`config.mk`:
```
export PLATFORM = sky130hd
export DESIGN_NAME = ring_neighbor_arbiter_aging
export DESIGN_NICKNAME = d
export VERILOG_FILES = /design/src/design/rnaa_pkg.sv /design/src/design/ring_neighbor_arbiter_aging.sv /design/src/design/rnaa_state_mem.sv /design/src/design/rnaa_out_fifo.sv /design/src/design/rnaa_ctrl.sv
export VERILOG_INCLUDE_DIRS = /design/src /design/src/design
export SDC_FILE = /design/constraint.sdc
export NUM_CORES = 2
export LEC_CHECK = 0
export ABC_AREA = 1
export BUFFER_PORTS_ARGS = -buffer_cell sky130_fd_sc_hd__buf_4
export CELL_PAD_IN_SITES_DETAIL_PLACEMENT = 0
export CELL_PAD_IN_SITES_GLOBAL_PLACEMENT = 1
export CORE_MARGIN = 3
export CORE_UTILIZATION = 30
export CTS_CLUSTER_DIAMETER = 60
export DETAILED_ROUTE_END_ITERATION = 7
export HOLD_SLACK_MARGIN = 0.12
export PLACE_DENSITY = 0.6
export SYNTH_ARGS = -nofsm -noshare
export SYNTH_HDL_FRONTEND = slang
export SYNTH_SLANG_ARGS = --single-unit
```
`constraint.sdc`:
```
create_clock -name aclk -period 10.6 [get_ports aclk]
set_input_delay 0.53 -clock aclk [delete_from_list [all_inputs] [get_ports aclk]]
set_output_delay 0.53 -clock aclk [all_outputs]
set_load 0.01 [all_outputs]
```
`src/design/ring_neighbor_arbiter_aging_macros.svh`:
```
// assertion macros shared by the arbiter modules
`ifndef RING_NEIGHBOR_ARBITER_AGING_MACROS_SVH
`define RING_NEIGHBOR_ARBITER_AGING_MACROS_SVH

// same-cycle implication, checked outside reset
`define RNAA_ASSERT_IMPL(label, clk, rstn, ante, cons) \
    label: assert property (@(posedge clk) disable iff (!(rstn)) (ante) |-> (cons)) \
        else $error("arbiter check failed");

// next-cycle implication, checked outside reset
`define RNAA_ASSERT_NEXT(label, clk, rstn, ante, cons) \
    label: assert property (@(posedge clk) disable iff (!(rstn)) (ante) |=> (cons)) \
        else $error("arbiter check failed");

`endif

```
`src/design/rnaa_pkg.sv`:
```
package rnaa_pkg;

    // default sizing
    localparam int MAX_REQUESTERS_DEF = 8;
    localparam int TIME_BITS_DEF      = 32;

    // field widths
    localparam int REQ_TYPE_W   = 2;
    localparam int REQ_ID_W     = 3;
    localparam int GRANT_ID_W   = 3;
    localparam int RING_SIZE_W  = 4;
    localparam int AGE_LIMIT_W  = 16;
    localparam int CFG_INDEX_W  = 1;
    localparam int CFG_DATA_W   = 16;
    localparam int S_TDATA_W    = 8;
    localparam int M_TDATA_W    = 8;

    // register reset values
    localparam logic [RING_SIZE_W-1:0] RING_SIZE_RESET = 4'd5;
    localparam logic [AGE_LIMIT_W-1:0] AGE_LIMIT_RESET = 16'd25;

    // register indexes
    localparam logic [CFG_INDEX_W-1:0] CFG_RING_SIZE = 1'd0;
    localparam logic [CFG_INDEX_W-1:0] CFG_AGE_LIMIT = 1'd1;

    // item kinds
    localparam logic [REQ_TYPE_W-1:0] REQ_TICK    = 2'd0;
    localparam logic [REQ_TYPE_W-1:0] REQ_ACQUIRE = 2'd1;
    localparam logic [REQ_TYPE_W-1:0] REQ_RELEASE = 2'd2;

    // requester phases as stored in the state memory
    localparam logic [1:0] PH_IDLE  = 2'd0;
    localparam logic [1:0] PH_WAIT  = 2'd1;
    localparam logic [1:0] PH_GRANT = 2'd2;

    // one grant result
    typedef struct packed {
        logic [GRANT_ID_W-1:0] grant_id;
        logic                  last;
    } res_t;

endpackage

```
`src/design/ring_neighbor_arbiter_aging.sv`:
```
// Ring arbiter with aging: each item is a tick, a request or a release from one requester,
// and every grant it causes comes out as one result item (grant_id, tlast on the final one).
// A tick finishes in its accept cycle. A request or release goes through the accept state,
// the read states that address five entries of the state memory (the requester, its two
// neighbors and theirs) over two read ports, a state for the last read data, since the
// memory reads are registered, and the check. A release from a granted requester then goes
// on, whether or not it grants, to the right re-check and a state for each possible grant,
// since the single write port writes one entry per cycle. Whenever a grant is ready and the
// two-entry result queue is full, the sequencer waits until the queue has room. Items whose
// requester lies outside the ring, or whose kind is not used, finish in their accept cycle.
// The state memory needs no clearing pass after reset.
// Configuration writes are always ready and are meant for idle times only.
module ring_neighbor_arbiter_aging #(
    parameter int MAX_REQUESTERS = rnaa_pkg::MAX_REQUESTERS_DEF,
    parameter int TIME_BITS      = rnaa_pkg::TIME_BITS_DEF
) (
    input  logic                               aclk,
    input  logic                               aresetn,
    // input items
    input  logic                               s_tvalid,
    output logic                               s_tready,
    input  logic [rnaa_pkg::S_TDATA_W-1:0]     s_tdata,   // req_type[1:0], requester_id[4:2]
    // result items
    output logic                               m_tvalid,
    input  logic                               m_tready,
    output logic [rnaa_pkg::M_TDATA_W-1:0]     m_tdata,   // grant_id[2:0]
    output logic                               m_tlast,
    // configuration writes
    input  logic                               cfg_valid,
    output logic                               cfg_ready,
    input  logic [rnaa_pkg::CFG_INDEX_W-1:0]   cfg_index,
    input  logic [rnaa_pkg::CFG_DATA_W-1:0]    cfg_data
);

    localparam int IDX_W = $clog2(MAX_REQUESTERS);
    localparam int DW    = TIME_BITS + 2;

    logic [rnaa_pkg::RING_SIZE_W-1:0] ring_size_reg;
    logic [rnaa_pkg::AGE_LIMIT_W-1:0] age_limit_reg;

    logic             mem_wr_en;
    logic [IDX_W-1:0] mem_wr_addr;
    logic [DW-1:0]    mem_wr_data;
    logic [IDX_W-1:0] mem_rd0_addr;
    logic [IDX_W-1:0] mem_rd1_addr;
    logic [DW-1:0]    mem_rd0_data;
    logic [DW-1:0]    mem_rd1_data;

    logic             res_push;
    logic             res_full;
    rnaa_pkg::res_t   res_in;
    rnaa_pkg::res_t   res_out;

    // configuration registers
    assign cfg_ready = 1'b1;

    always_ff @(posedge aclk) begin
        if (!aresetn) begin
            ring_size_reg <= rnaa_pkg::RING_SIZE_RESET;
            age_limit_reg <= rnaa_pkg::AGE_LIMIT_RESET;
        end else if (cfg_valid && cfg_ready) begin
            case (cfg_index)
                rnaa_pkg::CFG_RING_SIZE: ring_size_reg <= cfg_data[rnaa_pkg::RING_SIZE_W-1:0];
                rnaa_pkg::CFG_AGE_LIMIT: age_limit_reg <= cfg_data[rnaa_pkg::AGE_LIMIT_W-1:0];
                default: begin
                end
            endcase
        end
    end

    // sequencer
    rnaa_ctrl #(
        .MAX_REQUESTERS (MAX_REQUESTERS),
        .TIME_BITS      (TIME_BITS)
    ) u_ctrl (
        .aclk            (aclk),
        .aresetn         (aresetn),
        .in_valid        (s_tvalid),
        .in_ready        (s_tready),
        .in_req_type     (s_tdata[1:0]),
        .in_requester_id (s_tdata[4:2]),
        .ring_size       (ring_size_reg),
        .age_limit       (age_limit_reg),
        .mem_wr_en       (mem_wr_en),
        .mem_wr_addr     (mem_wr_addr),
        .mem_wr_data     (mem_wr_data),
        .mem_rd0_addr    (mem_rd0_addr),
        .mem_rd1_addr    (mem_rd1_addr),
        .mem_rd0_data    (mem_rd0_data),
        .mem_rd1_data    (mem_rd1_data),
        .res_push        (res_push),
        .res_data        (res_in),
        .res_full        (res_full)
    );

    // phase and stamp store
    rnaa_state_mem #(
        .DEPTH     (MAX_REQUESTERS),
        .TIME_BITS (TIME_BITS)
    ) u_mem (
        .aclk     (aclk),
        .aresetn  (aresetn),
        .wr_en    (mem_wr_en),
        .wr_addr  (mem_wr_addr),
        .wr_data  (mem_wr_data),
        .rd0_addr (mem_rd0_addr),
        .rd1_addr (mem_rd1_addr),
        .rd0_data (mem_rd0_data),
        .rd1_data (mem_rd1_data)
    );

    // result queue
    rnaa_out_fifo u_out (
        .aclk      (aclk),
        .aresetn   (aresetn),
        .push      (res_push),
        .push_data (res_in),
        .full      (res_full),
        .m_valid   (m_tvalid),
        .m_ready   (m_tready),
        .m_data    (res_out)
    );

    assign m_tdata = {{(rnaa_pkg::M_TDATA_W - rnaa_pkg::GRANT_ID_W){1'b0}}, res_out.grant_id};
    assign m_tlast = res_out.last;

endmodule

```
`src/design/rnaa_state_mem.sv`:
```
module rnaa_state_mem #(
    parameter int DEPTH     = rnaa_pkg::MAX_REQUESTERS_DEF,
    parameter int TIME_BITS = rnaa_pkg::TIME_BITS_DEF
) (
    input  logic                        aclk,
    input  logic                        aresetn,
    input  logic                        wr_en,
    input  logic [$clog2(DEPTH)-1:0]    wr_addr,
    input  logic [TIME_BITS+1:0]        wr_data,
    input  logic [$clog2(DEPTH)-1:0]    rd0_addr,
    input  logic [$clog2(DEPTH)-1:0]    rd1_addr,
    output logic [TIME_BITS+1:0]        rd0_data,
    output logic [TIME_BITS+1:0]        rd1_data
);

    localparam int DW = TIME_BITS + 2;
    localparam logic [DW-1:0] IDLE_ENT = {rnaa_pkg::PH_IDLE, {TIME_BITS{1'b0}}};

    logic [DW-1:0]    mem_reg [DEPTH];
    logic [DEPTH-1:0] valid_reg;
    logic [DW-1:0]    rd0_q_reg;
    logic [DW-1:0]    rd1_q_reg;
    logic             rd0_vld_reg;
    logic             rd1_vld_reg;

    // entry storage, one write and two registered reads
    always_ff @(posedge aclk) begin
        if (wr_en) begin
            mem_reg[wr_addr] <= wr_data;
        end
        rd0_q_reg <= mem_reg[rd0_addr];
        rd1_q_reg <= mem_reg[rd1_addr];
    end

    // per-entry valid bits, cleared at reset
    always_ff @(posedge aclk) begin
        if (!aresetn) begin
            valid_reg   <= '0;
            rd0_vld_reg <= 1'b0;
            rd1_vld_reg <= 1'b0;
        end else begin
            if (wr_en) begin
                valid_reg[wr_addr] <= 1'b1;
            end
            rd0_vld_reg <= valid_reg[rd0_addr];
            rd1_vld_reg <= valid_reg[rd1_addr];
        end
    end

    // never-written entries read as idle
    assign rd0_data = rd0_vld_reg ? rd0_q_reg : IDLE_ENT;
    assign rd1_data = rd1_vld_reg ? rd1_q_reg : IDLE_ENT;

endmodule

```
`src/design/rnaa_out_fifo.sv`:
```
`include "ring_neighbor_arbiter_aging_macros.svh"

module rnaa_out_fifo (
    input  logic          aclk,
    input  logic          aresetn,
    input  logic          push,
    input  rnaa_pkg::res_t push_data,
    output logic          full,
    output logic          m_valid,
    input  logic          m_ready,
    output rnaa_pkg::res_t m_data
);

    rnaa_pkg::res_t slot_reg [2];
    logic [1:0]     count_reg;
    logic           pop;

    assign pop     = m_valid && m_ready;
    assign m_valid = (count_reg != 2'd0);
    assign full    = (count_reg == 2'd2);
    assign m_data  = slot_reg[0];

    // two-slot queue, head always in slot 0
    always_ff @(posedge aclk) begin
        if (!aresetn) begin
            count_reg <= 2'd0;
        end else begin
            if (push && !pop) begin
                count_reg <= count_reg + 2'd1;
            end else if (pop && !push) begin
                count_reg <= count_reg - 2'd1;
            end
        end
    end

    // slot data
    always_ff @(posedge aclk) begin
        if (pop && push) begin
            slot_reg[0] <= push_data;
        end else if (pop) begin
            slot_reg[0] <= slot_reg[1];
        end else if (push) begin
            slot_reg[count_reg[0]] <= push_data;
        end
    end

    `RNAA_ASSERT_IMPL(a_fifo_no_overflow, aclk, aresetn, push, count_reg != 2'd2)
    `RNAA_ASSERT_IMPL(a_fifo_count_range, aclk, aresetn, 1'b1, count_reg != 2'd3)

endmodule

```
`src/design/rnaa_ctrl.sv`:
```
`include "ring_neighbor_arbiter_aging_macros.svh"

module rnaa_ctrl #(
    parameter int MAX_REQUESTERS = rnaa_pkg::MAX_REQUESTERS_DEF,
    parameter int TIME_BITS      = rnaa_pkg::TIME_BITS_DEF
) (
    input  logic                                 aclk,
    input  logic                                 aresetn,
    input  logic                                 in_valid,
    output logic                                 in_ready,
    input  logic [rnaa_pkg::REQ_TYPE_W-1:0]      in_req_type,
    input  logic [rnaa_pkg::REQ_ID_W-1:0]        in_requester_id,
    input  logic [rnaa_pkg::RING_SIZE_W-1:0]     ring_size,
    input  logic [rnaa_pkg::AGE_LIMIT_W-1:0]     age_limit,
    output logic                                 mem_wr_en,
    output logic [$clog2(MAX_REQUESTERS)-1:0]    mem_wr_addr,
    output logic [TIME_BITS+1:0]                 mem_wr_data,
    output logic [$clog2(MAX_REQUESTERS)-1:0]    mem_rd0_addr,
    output logic [$clog2(MAX_REQUESTERS)-1:0]    mem_rd1_addr,
    input  logic [TIME_BITS+1:0]                 mem_rd0_data,
    input  logic [TIME_BITS+1:0]                 mem_rd1_data,
    output logic                                 res_push,
    output rnaa_pkg::res_t                       res_data,
    input  logic                                 res_full
);

    localparam int IDX_W  = $clog2(MAX_REQUESTERS);
    localparam int SIZE_W = $clog2(MAX_REQUESTERS + 1);
    localparam int CW     = (SIZE_W > rnaa_pkg::RING_SIZE_W) ? SIZE_W : rnaa_pkg::RING_SIZE_W;
    localparam int DW     = TIME_BITS + 2;
    localparam int AGE_W  = (TIME_BITS > rnaa_pkg::AGE_LIMIT_W) ? TIME_BITS
                                                                : rnaa_pkg::AGE_LIMIT_W;
    localparam logic [TIME_BITS-1:0] TIME_MAX = {TIME_BITS{1'b1}};
    localparam logic [DW-1:0] IDLE_ENT = {rnaa_pkg::PH_IDLE, {TIME_BITS{1'b0}}};

    typedef enum logic [3:0] {
        ST_IDLE,
        ST_RD1,
        ST_RD2,
        ST_RD3,
        ST_RD4,
        ST_EVAL,
        ST_EVAL_R,
        ST_PUSH_L,
        ST_PUSH_R
    } state_t;

    state_t               state_reg, state_next;
    logic                 is_rel_reg, is_rel_next;
    logic [IDX_W-1:0]     s_reg, s_next;
    logic [IDX_W-1:0]     l_reg, l_next;
    logic [IDX_W-1:0]     r_reg, r_next;
    logic [IDX_W-1:0]     ll_reg, ll_next;
    logic [IDX_W-1:0]     rr_reg, rr_next;
    logic [DW-1:0]        ent_s_reg, ent_s_next;
    logic [DW-1:0]        ent_l_reg, ent_l_next;
    logic [DW-1:0]        ent_r_reg, ent_r_next;
    logic [DW-1:0]        ent_ll_reg, ent_ll_next;
    logic [DW-1:0]        ent_rr_reg, ent_rr_next;
    logic                 gl_reg, gl_next;
    logic                 gr_reg, gr_next;
    logic [TIME_BITS-1:0] now_reg, now_next;

    logic [CW-1:0]        rs_ext;
    logic [SIZE_W-1:0]    size_eff;
    logic [IDX_W-1:0]     id_idx;
    logic [IDX_W-1:0]     id_l;
    logic [IDX_W-1:0]     id_r;
    logic [DW-1:0]        ll_eff;
    logic [DW-1:0]        r_eff;
    logic [DW-1:0]        rr_eff;
    logic [DW-1:0]        l_granted;
    logic                 req_grant;

    // entry field access
    function automatic logic [1:0] ent_ph(input logic [DW-1:0] e);
        ent_ph = e[DW-1 -: 2];
    endfunction

    function automatic logic [TIME_BITS-1:0] ent_st(input logic [DW-1:0] e);
        ent_st = e[TIME_BITS-1:0];
    endfunction

    // ring neighbors
    function automatic logic [IDX_W-1:0] ring_prev(input logic [IDX_W-1:0] i,
                                                   input logic [SIZE_W-1:0] n);
        ring_prev = (i == '0) ? IDX_W'(n - SIZE_W'(1)) : i - IDX_W'(1);
    endfunction

    function automatic logic [IDX_W-1:0] ring_next(input logic [IDX_W-1:0] i,
                                                   input logic [SIZE_W-1:0] n);
        ring_next = (SIZE_W'(SIZE_W'(i) + SIZE_W'(1)) == n) ? '0 : i + IDX_W'(1);
    endfunction

    // neighbor does not block: not granted, and not waiting long from an earlier stamp
    function automatic logic nb_ok(input logic [DW-1:0] nb,
                                   input logic [TIME_BITS-1:0] self_st,
                                   input logic [TIME_BITS-1:0] t,
                                   input logic [rnaa_pkg::AGE_LIMIT_W-1:0] lim);
        logic [1:0]           ph;
        logic [TIME_BITS-1:0] st;
        logic [TIME_BITS-1:0] age;
        logic                 aged;
        ph    = ent_ph(nb);
        st    = ent_st(nb);
        age   = t - st;
        aged  = (ph == rnaa_pkg::PH_WAIT) && (st < self_st) && (AGE_W'(age) >= AGE_W'(lim));
        nb_ok = (ph != rnaa_pkg::PH_GRANT) && !aged;
    endfunction

    // effective ring size, clamped
    always_comb begin
        rs_ext = CW'(ring_size);
        if (rs_ext < CW'(2)) begin
            size_eff = SIZE_W'(2);
        end else if (rs_ext > CW'(MAX_REQUESTERS)) begin
            size_eff = SIZE_W'(MAX_REQUESTERS);
        end else begin
            size_eff = SIZE_W'(rs_ext);
        end
    end

    assign id_idx = IDX_W'(in_requester_id);
    assign id_l   = ring_prev(id_idx, size_eff);
    assign id_r   = ring_next(id_idx, size_eff);

    // forwarded views for the release re-checks
    assign l_granted = {rnaa_pkg::PH_GRANT, ent_st(ent_l_reg)};
    assign ll_eff    = (ll_reg == s_reg) ? IDLE_ENT : ent_ll_reg;
    assign r_eff     = ((r_reg == l_reg) && gl_reg) ? l_granted : ent_r_reg;
    assign rr_eff    = (rr_reg == s_reg) ? IDLE_ENT :
                       ((rr_reg == l_reg) && gl_reg) ? l_granted : ent_rr_reg;

    // request check against both neighbors, own stamp is now
    assign req_grant = nb_ok(ent_l_reg, now_reg, now_reg, age_limit) &&
                       nb_ok(ent_r_reg, now_reg, now_reg, age_limit);

    assign in_ready = (state_reg == ST_IDLE);

    // read address sequence
    always_comb begin
        case (state_reg)
            ST_RD1: begin
                mem_rd0_addr = s_reg;
                mem_rd1_addr = l_reg;
            end
            ST_RD2: begin
                mem_rd0_addr = r_reg;
                mem_rd1_addr = ll_reg;
            end
            ST_RD3: begin
                mem_rd0_addr = rr_reg;
                mem_rd1_addr = rr_reg;
            end
            default: begin
                mem_rd0_addr = s_reg;
                mem_rd1_addr = l_reg;
            end
        endcase
    end

    // sequencer next state, writes and result pushes
    always_comb begin
        state_next  = state_reg;
        is_rel_next = is_rel_reg;
        s_next      = s_reg;
        l_next      = l_reg;
        r_next      = r_reg;
        ll_next     = ll_reg;
        rr_next     = rr_reg;
        ent_s_next  = ent_s_reg;
        ent_l_next  = ent_l_reg;
        ent_r_next  = ent_r_reg;
        ent_ll_next = ent_ll_reg;
        ent_rr_next = ent_rr_reg;
        gl_next     = gl_reg;
        gr_next     = gr_reg;
        now_next    = now_reg;
        mem_wr_en   = 1'b0;
        mem_wr_addr = s_reg;
        mem_wr_data = IDLE_ENT;
        res_push    = 1'b0;
        res_data.grant_id = rnaa_pkg::GRANT_ID_W'(s_reg);
        res_data.last     = 1'b1;

        case (state_reg)
            ST_IDLE: begin
                if (in_valid) begin
                    case (in_req_type)
                        rnaa_pkg::REQ_TICK: begin
                            if (now_reg != TIME_MAX) begin
                                now_next = now_reg + TIME_BITS'(1);
                            end
                        end
                        rnaa_pkg::REQ_ACQUIRE, rnaa_pkg::REQ_RELEASE: begin
                            if (CW'(in_requester_id) < CW'(size_eff)) begin
                                is_rel_next = (in_req_type == rnaa_pkg::REQ_RELEASE);
                                s_next      = id_idx;
                                l_next      = id_l;
                                r_next      = id_r;
                                ll_next     = ring_prev(id_l, size_eff);
                                rr_next     = ring_next(id_r, size_eff);
                                state_next  = ST_RD1;
                            end
                        end
                        default: begin
                        end
                    endcase
                end
            end
            ST_RD1: begin
                state_next = ST_RD2;
            end
            ST_RD2: begin
                ent_s_next = mem_rd0_data;
                ent_l_next = mem_rd1_data;
                state_next = ST_RD3;
            end
            ST_RD3: begin
                ent_r_next  = mem_rd0_data;
                ent_ll_next = mem_rd1_data;
                state_next  = ST_RD4;
            end
            ST_RD4: begin
                ent_rr_next = mem_rd0_data;
                state_next  = ST_EVAL;
            end
            ST_EVAL: begin
                if (!is_rel_reg) begin
                    // request: only from idle, stamp and grant if allowed
                    if (ent_ph(ent_s_reg) != rnaa_pkg::PH_IDLE) begin
                        state_next = ST_IDLE;
                    end else if (!(req_grant && res_full)) begin
                        mem_wr_en   = 1'b1;
                        mem_wr_addr = s_reg;
                        mem_wr_data = {req_grant ? rnaa_pkg::PH_GRANT : rnaa_pkg::PH_WAIT,
                                       now_reg};
                        res_push    = req_grant;
                        state_next  = ST_IDLE;
                    end
                end else begin
                    // release: only from granted, then re-check left
                    if (ent_ph(ent_s_reg) != rnaa_pkg::PH_GRANT) begin
                        state_next = ST_IDLE;
                    end else begin
                        mem_wr_en   = 1'b1;
                        mem_wr_addr = s_reg;
                        mem_wr_data = {rnaa_pkg::PH_IDLE, ent_st(ent_s_reg)};
                        gl_next     = (ent_ph(ent_l_reg) == rnaa_pkg::PH_WAIT) &&
                                      nb_ok(ll_eff, ent_st(ent_l_reg), now_reg, age_limit);
                        state_next  = ST_EVAL_R;
                    end
                end
            end
            ST_EVAL_R: begin
                // right re-check sees the left grant
                gr_next    = (ent_ph(r_eff) == rnaa_pkg::PH_WAIT) &&
                             nb_ok(rr_eff, ent_st(r_eff), now_reg, age_limit);
                state_next = ST_PUSH_L;
            end
            ST_PUSH_L: begin
                if (!gl_reg) begin
                    state_next = ST_PUSH_R;
                end else if (!res_full) begin
                    mem_wr_en         = 1'b1;
                    mem_wr_addr       = l_reg;
                    mem_wr_data       = l_granted;
                    res_push          = 1'b1;
                    res_data.grant_id = rnaa_pkg::GRANT_ID_W'(l_reg);
                    res_data.last     = !gr_reg;
                    state_next        = ST_PUSH_R;
                end
            end
            ST_PUSH_R: begin
                if (!gr_reg) begin
                    state_next = ST_IDLE;
                end else if (!res_full) begin
                    mem_wr_en         = 1'b1;
                    mem_wr_addr       = r_reg;
                    mem_wr_data       = {rnaa_pkg::PH_GRANT, ent_st(ent_r_reg)};
                    res_push          = 1'b1;
                    res_data.grant_id = rnaa_pkg::GRANT_ID_W'(r_reg);
                    res_data.last     = 1'b1;
                    state_next        = ST_IDLE;
                end
            end
            default: begin
                state_next = ST_IDLE;
            end
        endcase
    end

    // state and registered context
    always_ff @(posedge aclk) begin
        if (!aresetn) begin
            state_reg <= ST_IDLE;
            now_reg   <= '0;
            gl_reg    <= 1'b0;
            gr_reg    <= 1'b0;
        end else begin
            state_reg  <= state_next;
            now_reg    <= now_next;
            gl_reg     <= gl_next;
            gr_reg     <= gr_next;
            is_rel_reg <= is_rel_next;
            s_reg      <= s_next;
            l_reg      <= l_next;
            r_reg      <= r_next;
            ll_reg     <= ll_next;
            rr_reg     <= rr_next;
            ent_s_reg  <= ent_s_next;
            ent_l_reg  <= ent_l_next;
            ent_r_reg  <= ent_r_next;
            ent_ll_reg <= ent_ll_next;
            ent_rr_reg <= ent_rr_next;
        end
    end

    `RNAA_ASSERT_IMPL(a_no_write_when_idle, aclk, aresetn, mem_wr_en, state_reg != ST_IDLE)
    `RNAA_ASSERT_IMPL(a_push_has_room, aclk, aresetn, res_push, !res_full)
    `RNAA_ASSERT_IMPL(a_now_monotonic, aclk, aresetn, $past(aresetn), now_reg >= $past(now_reg))
    `RNAA_ASSERT_IMPL(a_two_grants_differ, aclk, aresetn, (state_reg == ST_PUSH_R) && gl_reg && gr_reg, r_reg != l_reg)

endmodule
```
==> flow_results.org <==
** Outcome
- Status :: complete, no violations

** Cells and area
- Syn-to-layout area delta :: 12.0%
- Number of inserted filler cells in the final layout :: 13300
- Largest register FFs :: around 270
- Share of the core filled with cells :: 0.340
- Fraction of layout cells with a size suffix above 1 :: 0.0573
- Post-layout nets :: 5179
- Area taken by multi-input logic gates :: roughly 18000 um^2
- In the final layout, flip-flops and latches occupy between 15000 and 20000 um^2.

** STA
- The clock arrives with approximately 40 ps of skew.
- Clock period minus worst slack :: between 6000 and 7000 ps
- RSZ-0062 raised after global routing :: no
- Final critical-path share of the clock period :: 0.577
- Highest achievable clock rate :: around 160 MHz
- The final max-slew violation count is 0.
- Headroom to the max-slew limit came out at 0.184.
- Summed over all failing endpoints, the final setup total negative slack is 0 ps.
- For the pin with the worst max-slew slack, the measured transition is 1210 ps.
- Final Hold Fails :: 0
- On the final layout, the worst hold slack is around 160 ps.
- Setup violations remaining at the end of the flow were counted as 0.

** Clock network
- In this run the deepest clock path goes through 3 buffers.
- The number of gates resized after CTS was 0.
- Clock-pin slew on the worst setup and hold paths :: roughly 60 ps
- Total of hold buffers inserted after clock tree synthesis :: 6
- In this run the number of H-tree levels came out at 3.
- In this run, CTS created clock tree buffers numbering 73.
- At the later pin of the worst-skew pair, clock insertion delay measures 620 ps.
- Clock tree from TritonCTS :: built
- Post-CTS timing repair inserted 0 buffers for setup.
- The tree is rooted in a sky130_fd_sc_hd__clkbuf_16.
- Sink count of the clock tree :: roughly 600

** Global routing
- Maximum number of pins on one net before global-route repair :: around 220
- Global routing finished with a remaining overflow of 0.
- Via count of the first global-routing pass :: ~31000
- The first global-routing pass estimated 198000 um of wire.
- For this run, the total global-route usage over all layers was measured as 0.200.
- The number of antenna violations at the first check in global routing came to 1.

** Drt
- Remaining number of nets flagged by the antenna check after routing :: 0
- The first routing iteration left ~2500 violations.
- The routed design has 135000 um of wire.
- TritonRoute pass-1 iters :: 6
- Final routed DRC violation total :: 0
- Routed vias :: around 33000
- Using the TritonRoute via totals, the vias-per-cell ratio works out to approximately 5.0.
- In the final routed layout, each cell accounts on average for 20.5 um.

** Synth
- The share of synthesized area in the top cell type comes to 0.365.
- Summed over all instances, the cell type with the most area after synthesis is sky130_fd_sc_hd__edfxtp_1.
- Synth cell count leaders :: sky130_fd_sc_hd__nand2_1 (991), sky130_fd_sc_hd__inv_1 (796), sky130_fd_sc_hd__a21oi_1 (537)
- In this run, synthesis produced a sequential element count of approximately 600.
- Sequential element share of the synthesized area :: 0.438
- Most numerous cell in the Yosys netlist :: sky130_fd_sc_hd__nand2_1
- Most used flip-flop cell after synthesis :: sky130_fd_sc_hd__edfxtp_1
- The cell area that synthesis handed to floorplanning was 38300 um^2.
- The synthesized design contains approximately 470 enable-type register cells.
- Yosys warnings :: 0
- Number of distinct standard cells referenced by the synthesized netlist :: between 60 and 70
- After synthesis, the share of flip-flops with an asynchronous set or reset is 0.
- In the synthesized netlist, the number of instances is roughly 4900.
- Each instance of the synthesized netlist takes up on average 7.87 um^2.
- Yosys attributes the largest share of cell area to sky130_fd_sc_hd__edfxtp_1 (37%), sky130_fd_sc_hd__nand2_1 (9.7%), sky130_fd_sc_hd__ha_1 (8.8%).

** Power
- Power comes to 7.66 mW.
- Power density of the placed cells :: about 180 nW/um^2
- VDD IR max :: 161 uV
- Summed over all cells, the static leakage comes to ~19 nW.

** Critical path
- Across all register-to-register paths, the minimum setup slack is around 4500 ps.
- Worst r2r path cells :: 27
- Data arrival time of the critical path :: between 6000 and 7000 ps
- The worst setup path is of the reg2reg kind.
- Of all nets on the critical path, the largest fanout is 26.
- For the worst setup path, the data required time is between 10000 and 15000 ps.
- The worst setup path is launched from a flop.
- Endpoint of the worst-slack reg-to-reg timing path :: u_ctrl.gr_reg$_SDFFE_PN0N_
- Endpoint kind of the worst setup timing path :: flop
- Worst setup startpoint :: u_ctrl.l_reg[0]$_DFFE_PP_
- Endpoint of the most critical setup path :: u_ctrl.gr_reg$_SDFFE_PN0N_
- Reg-to-reg critical path startpoint :: u_ctrl.l_reg[0]$_DFFE_PP_

** Floorplanning
- Num rows :: 130
- Die footprint :: about 130000 um^2
- The floorplan step set the die width to approximately 360 um.
- The initial utilization of the core area, before any placement, comes to 0.303.
- IO Pins :: between 40 and 50
- The die is around 360 um tall.
- Floorplan Core Area :: between 100000 and 150000 um^2

** Min path
- The path class of the tightest hold or removal check is in2reg.

** Run
- Max-cap violation count :: 0

** Place
- Post-DP HPWL :: between 100000 and 150000 um
- At the end of routability-driven placement, the weighted congestion stood at 0.906.
- Port-buffer cells :: 32
==> metal layers <==
metal  wire length, um  track usage
met4              3000       0.0498
met2             61700        0.328
met1             65000        0.285
met3              5470       0.0174
met5                 0            0
==> worst min-delay path by stage <==
stage	start	slack, ps	depth (start not counted)	endpoint
after floorplan	u_out.count_reg[1]$_SDFFE_PN0P_	420	1	u_out.count_reg[1]$_SDFFE_PN0P_
after global placement	u_out.count_reg[1]$_SDFFE_PN0P_	440	1	u_out.count_reg[1]$_SDFFE_PN0P_
after detailed placement	u_out.count_reg[1]$_SDFFE_PN0P_	450	1	u_out.count_reg[1]$_SDFFE_PN0P_
after CTS	cfg_data[1]	120	3	ring_size_reg[1]$_SDFFE_PN0P_
after global routing	s_tdata[4]	150	1	u_ctrl.s_reg[2]$_DFFE_PP_
final	cfg_data[1]	160	3	ring_size_reg[1]$_SDFFE_PN0P_
==> metrics by stage <==
step,area [um^2],instances,worst slack [ps]
final,42900,6588,4480
after global routing,42900,6587,4200
after CTS,42900,6587,4540
after detailed placement,40400,6446,4580
after global placement,40400,6446,4590
after floorplan,38300,4873,2410
==> final cells by class <==
| cell class | count | share of cell area |
|---|---|---|
| Multi-Input combinational cell | 3300 | 0.418 |
| Clock inverter | 39 | 0.00756 |
| Antenna cell | 1 | 0.0000583 |
| Timing Repair Buffer | 86 | 0.0157 |
| Inverter | 812 | 0.0711 |
| Clock buffer | 96 | 0.0489 |
| Sequential cell | 604 | 0.391 |
| Tap cell | 1650 | 0.0481 |
==> power breakdown <==
| group | internal [mW] | switching (mW) |
|---|---|---|
| Sequential | 2.83 | 0.0931 |
| Combinational | 0.637 | 1.63 |
| Clock | 1.46 | 1.01 |
==> cell usage in the layout, fill, tap and decap left out, types with 10 or more instances in the layout <==
master	n
sky130_fd_sc_hd__clkbuf_8	12
sky130_fd_sc_hd__a211oi_1	17
sky130_fd_sc_hd__nand4_1	45
sky130_fd_sc_hd__xnor2_1	22
sky130_fd_sc_hd__edfxtp_1	466
sky130_fd_sc_hd__o21bai_1	12
sky130_fd_sc_hd__buf_4	79
sky130_fd_sc_hd__nand3_1	127
sky130_fd_sc_hd__o22ai_1	36
sky130_fd_sc_hd__o21ai_2	21
sky130_fd_sc_hd__nand2_1	990
sky130_fd_sc_hd__clkbuf_16	76
sky130_fd_sc_hd__inv_2	22
sky130_fd_sc_hd__dfxtp_1	138
sky130_fd_sc_hd__a21oi_1	537
sky130_fd_sc_hd__ha_1	268
sky130_fd_sc_hd__inv_1	788
sky130_fd_sc_hd__nor4_1	10
sky130_fd_sc_hd__nand3b_1	12
sky130_fd_sc_hd__xor2_1	68
sky130_fd_sc_hd__nor3_1	95
sky130_fd_sc_hd__nor2_1	401
sky130_fd_sc_hd__a31oi_1	75
sky130_fd_sc_hd__clkinv_2	15
sky130_fd_sc_hd__a21o_1	10
sky130_fd_sc_hd__o21ai_0	454
sky130_fd_sc_hd__clkinv_1	11
==> worst max-delay path: stages, from the launching register on <==
cell and delay, ps:
sky130_fd_sc_hd__edfxtp_1 510, sky130_fd_sc_hd__o22ai_1 140, sky130_fd_sc_hd__a21oi_1 190, sky130_fd_sc_hd__nand2_1 70, sky130_fd_sc_hd__buf_4 220, sky130_fd_sc_hd__inv_1 250, sky130_fd_sc_hd__buf_4 380, sky130_fd_sc_hd__nor2_1 80
sky130_fd_sc_hd__nor3_1 330, sky130_fd_sc_hd__inv_1 90, sky130_fd_sc_hd__ha_1 360, sky130_fd_sc_hd__nand2_1 140, sky130_fd_sc_hd__o21ai_0 270, sky130_fd_sc_hd__nor2_1 130, sky130_fd_sc_hd__o21ai_0 880, sky130_fd_sc_hd__xor2_1 150
sky130_fd_sc_hd__ha_1 340, sky130_fd_sc_hd__a21oi_1 160, sky130_fd_sc_hd__nor2_1 50, sky130_fd_sc_hd__a211oi_1 170, sky130_fd_sc_hd__nand2_1 80, sky130_fd_sc_hd__nor2_1 240, sky130_fd_sc_hd__nand4_1 120, sky130_fd_sc_hd__nor2_1 100
sky130_fd_sc_hd__nand2_1 100, sky130_fd_sc_hd__nand3_1 130, sky130_fd_sc_hd__nand2_1 160, sky130_fd_sc_hd__a21oi_1 150
==> kinds of logic after synthesis <==
logic type,after synthesis,synth area share
multiplexers,2,0.000523
AO/OA/AOI/OAI,1203,0.169
buffers and inverters,969,0.0963
other,2,0.000196
adder cells (fa/ha/maj),272,0.0897
XOR/XNOR,90,0.0206
AND/OR/NAND/NOR,1727,0.186
flip-flops,604,0.438
Power figures use the tool's default switching activity.
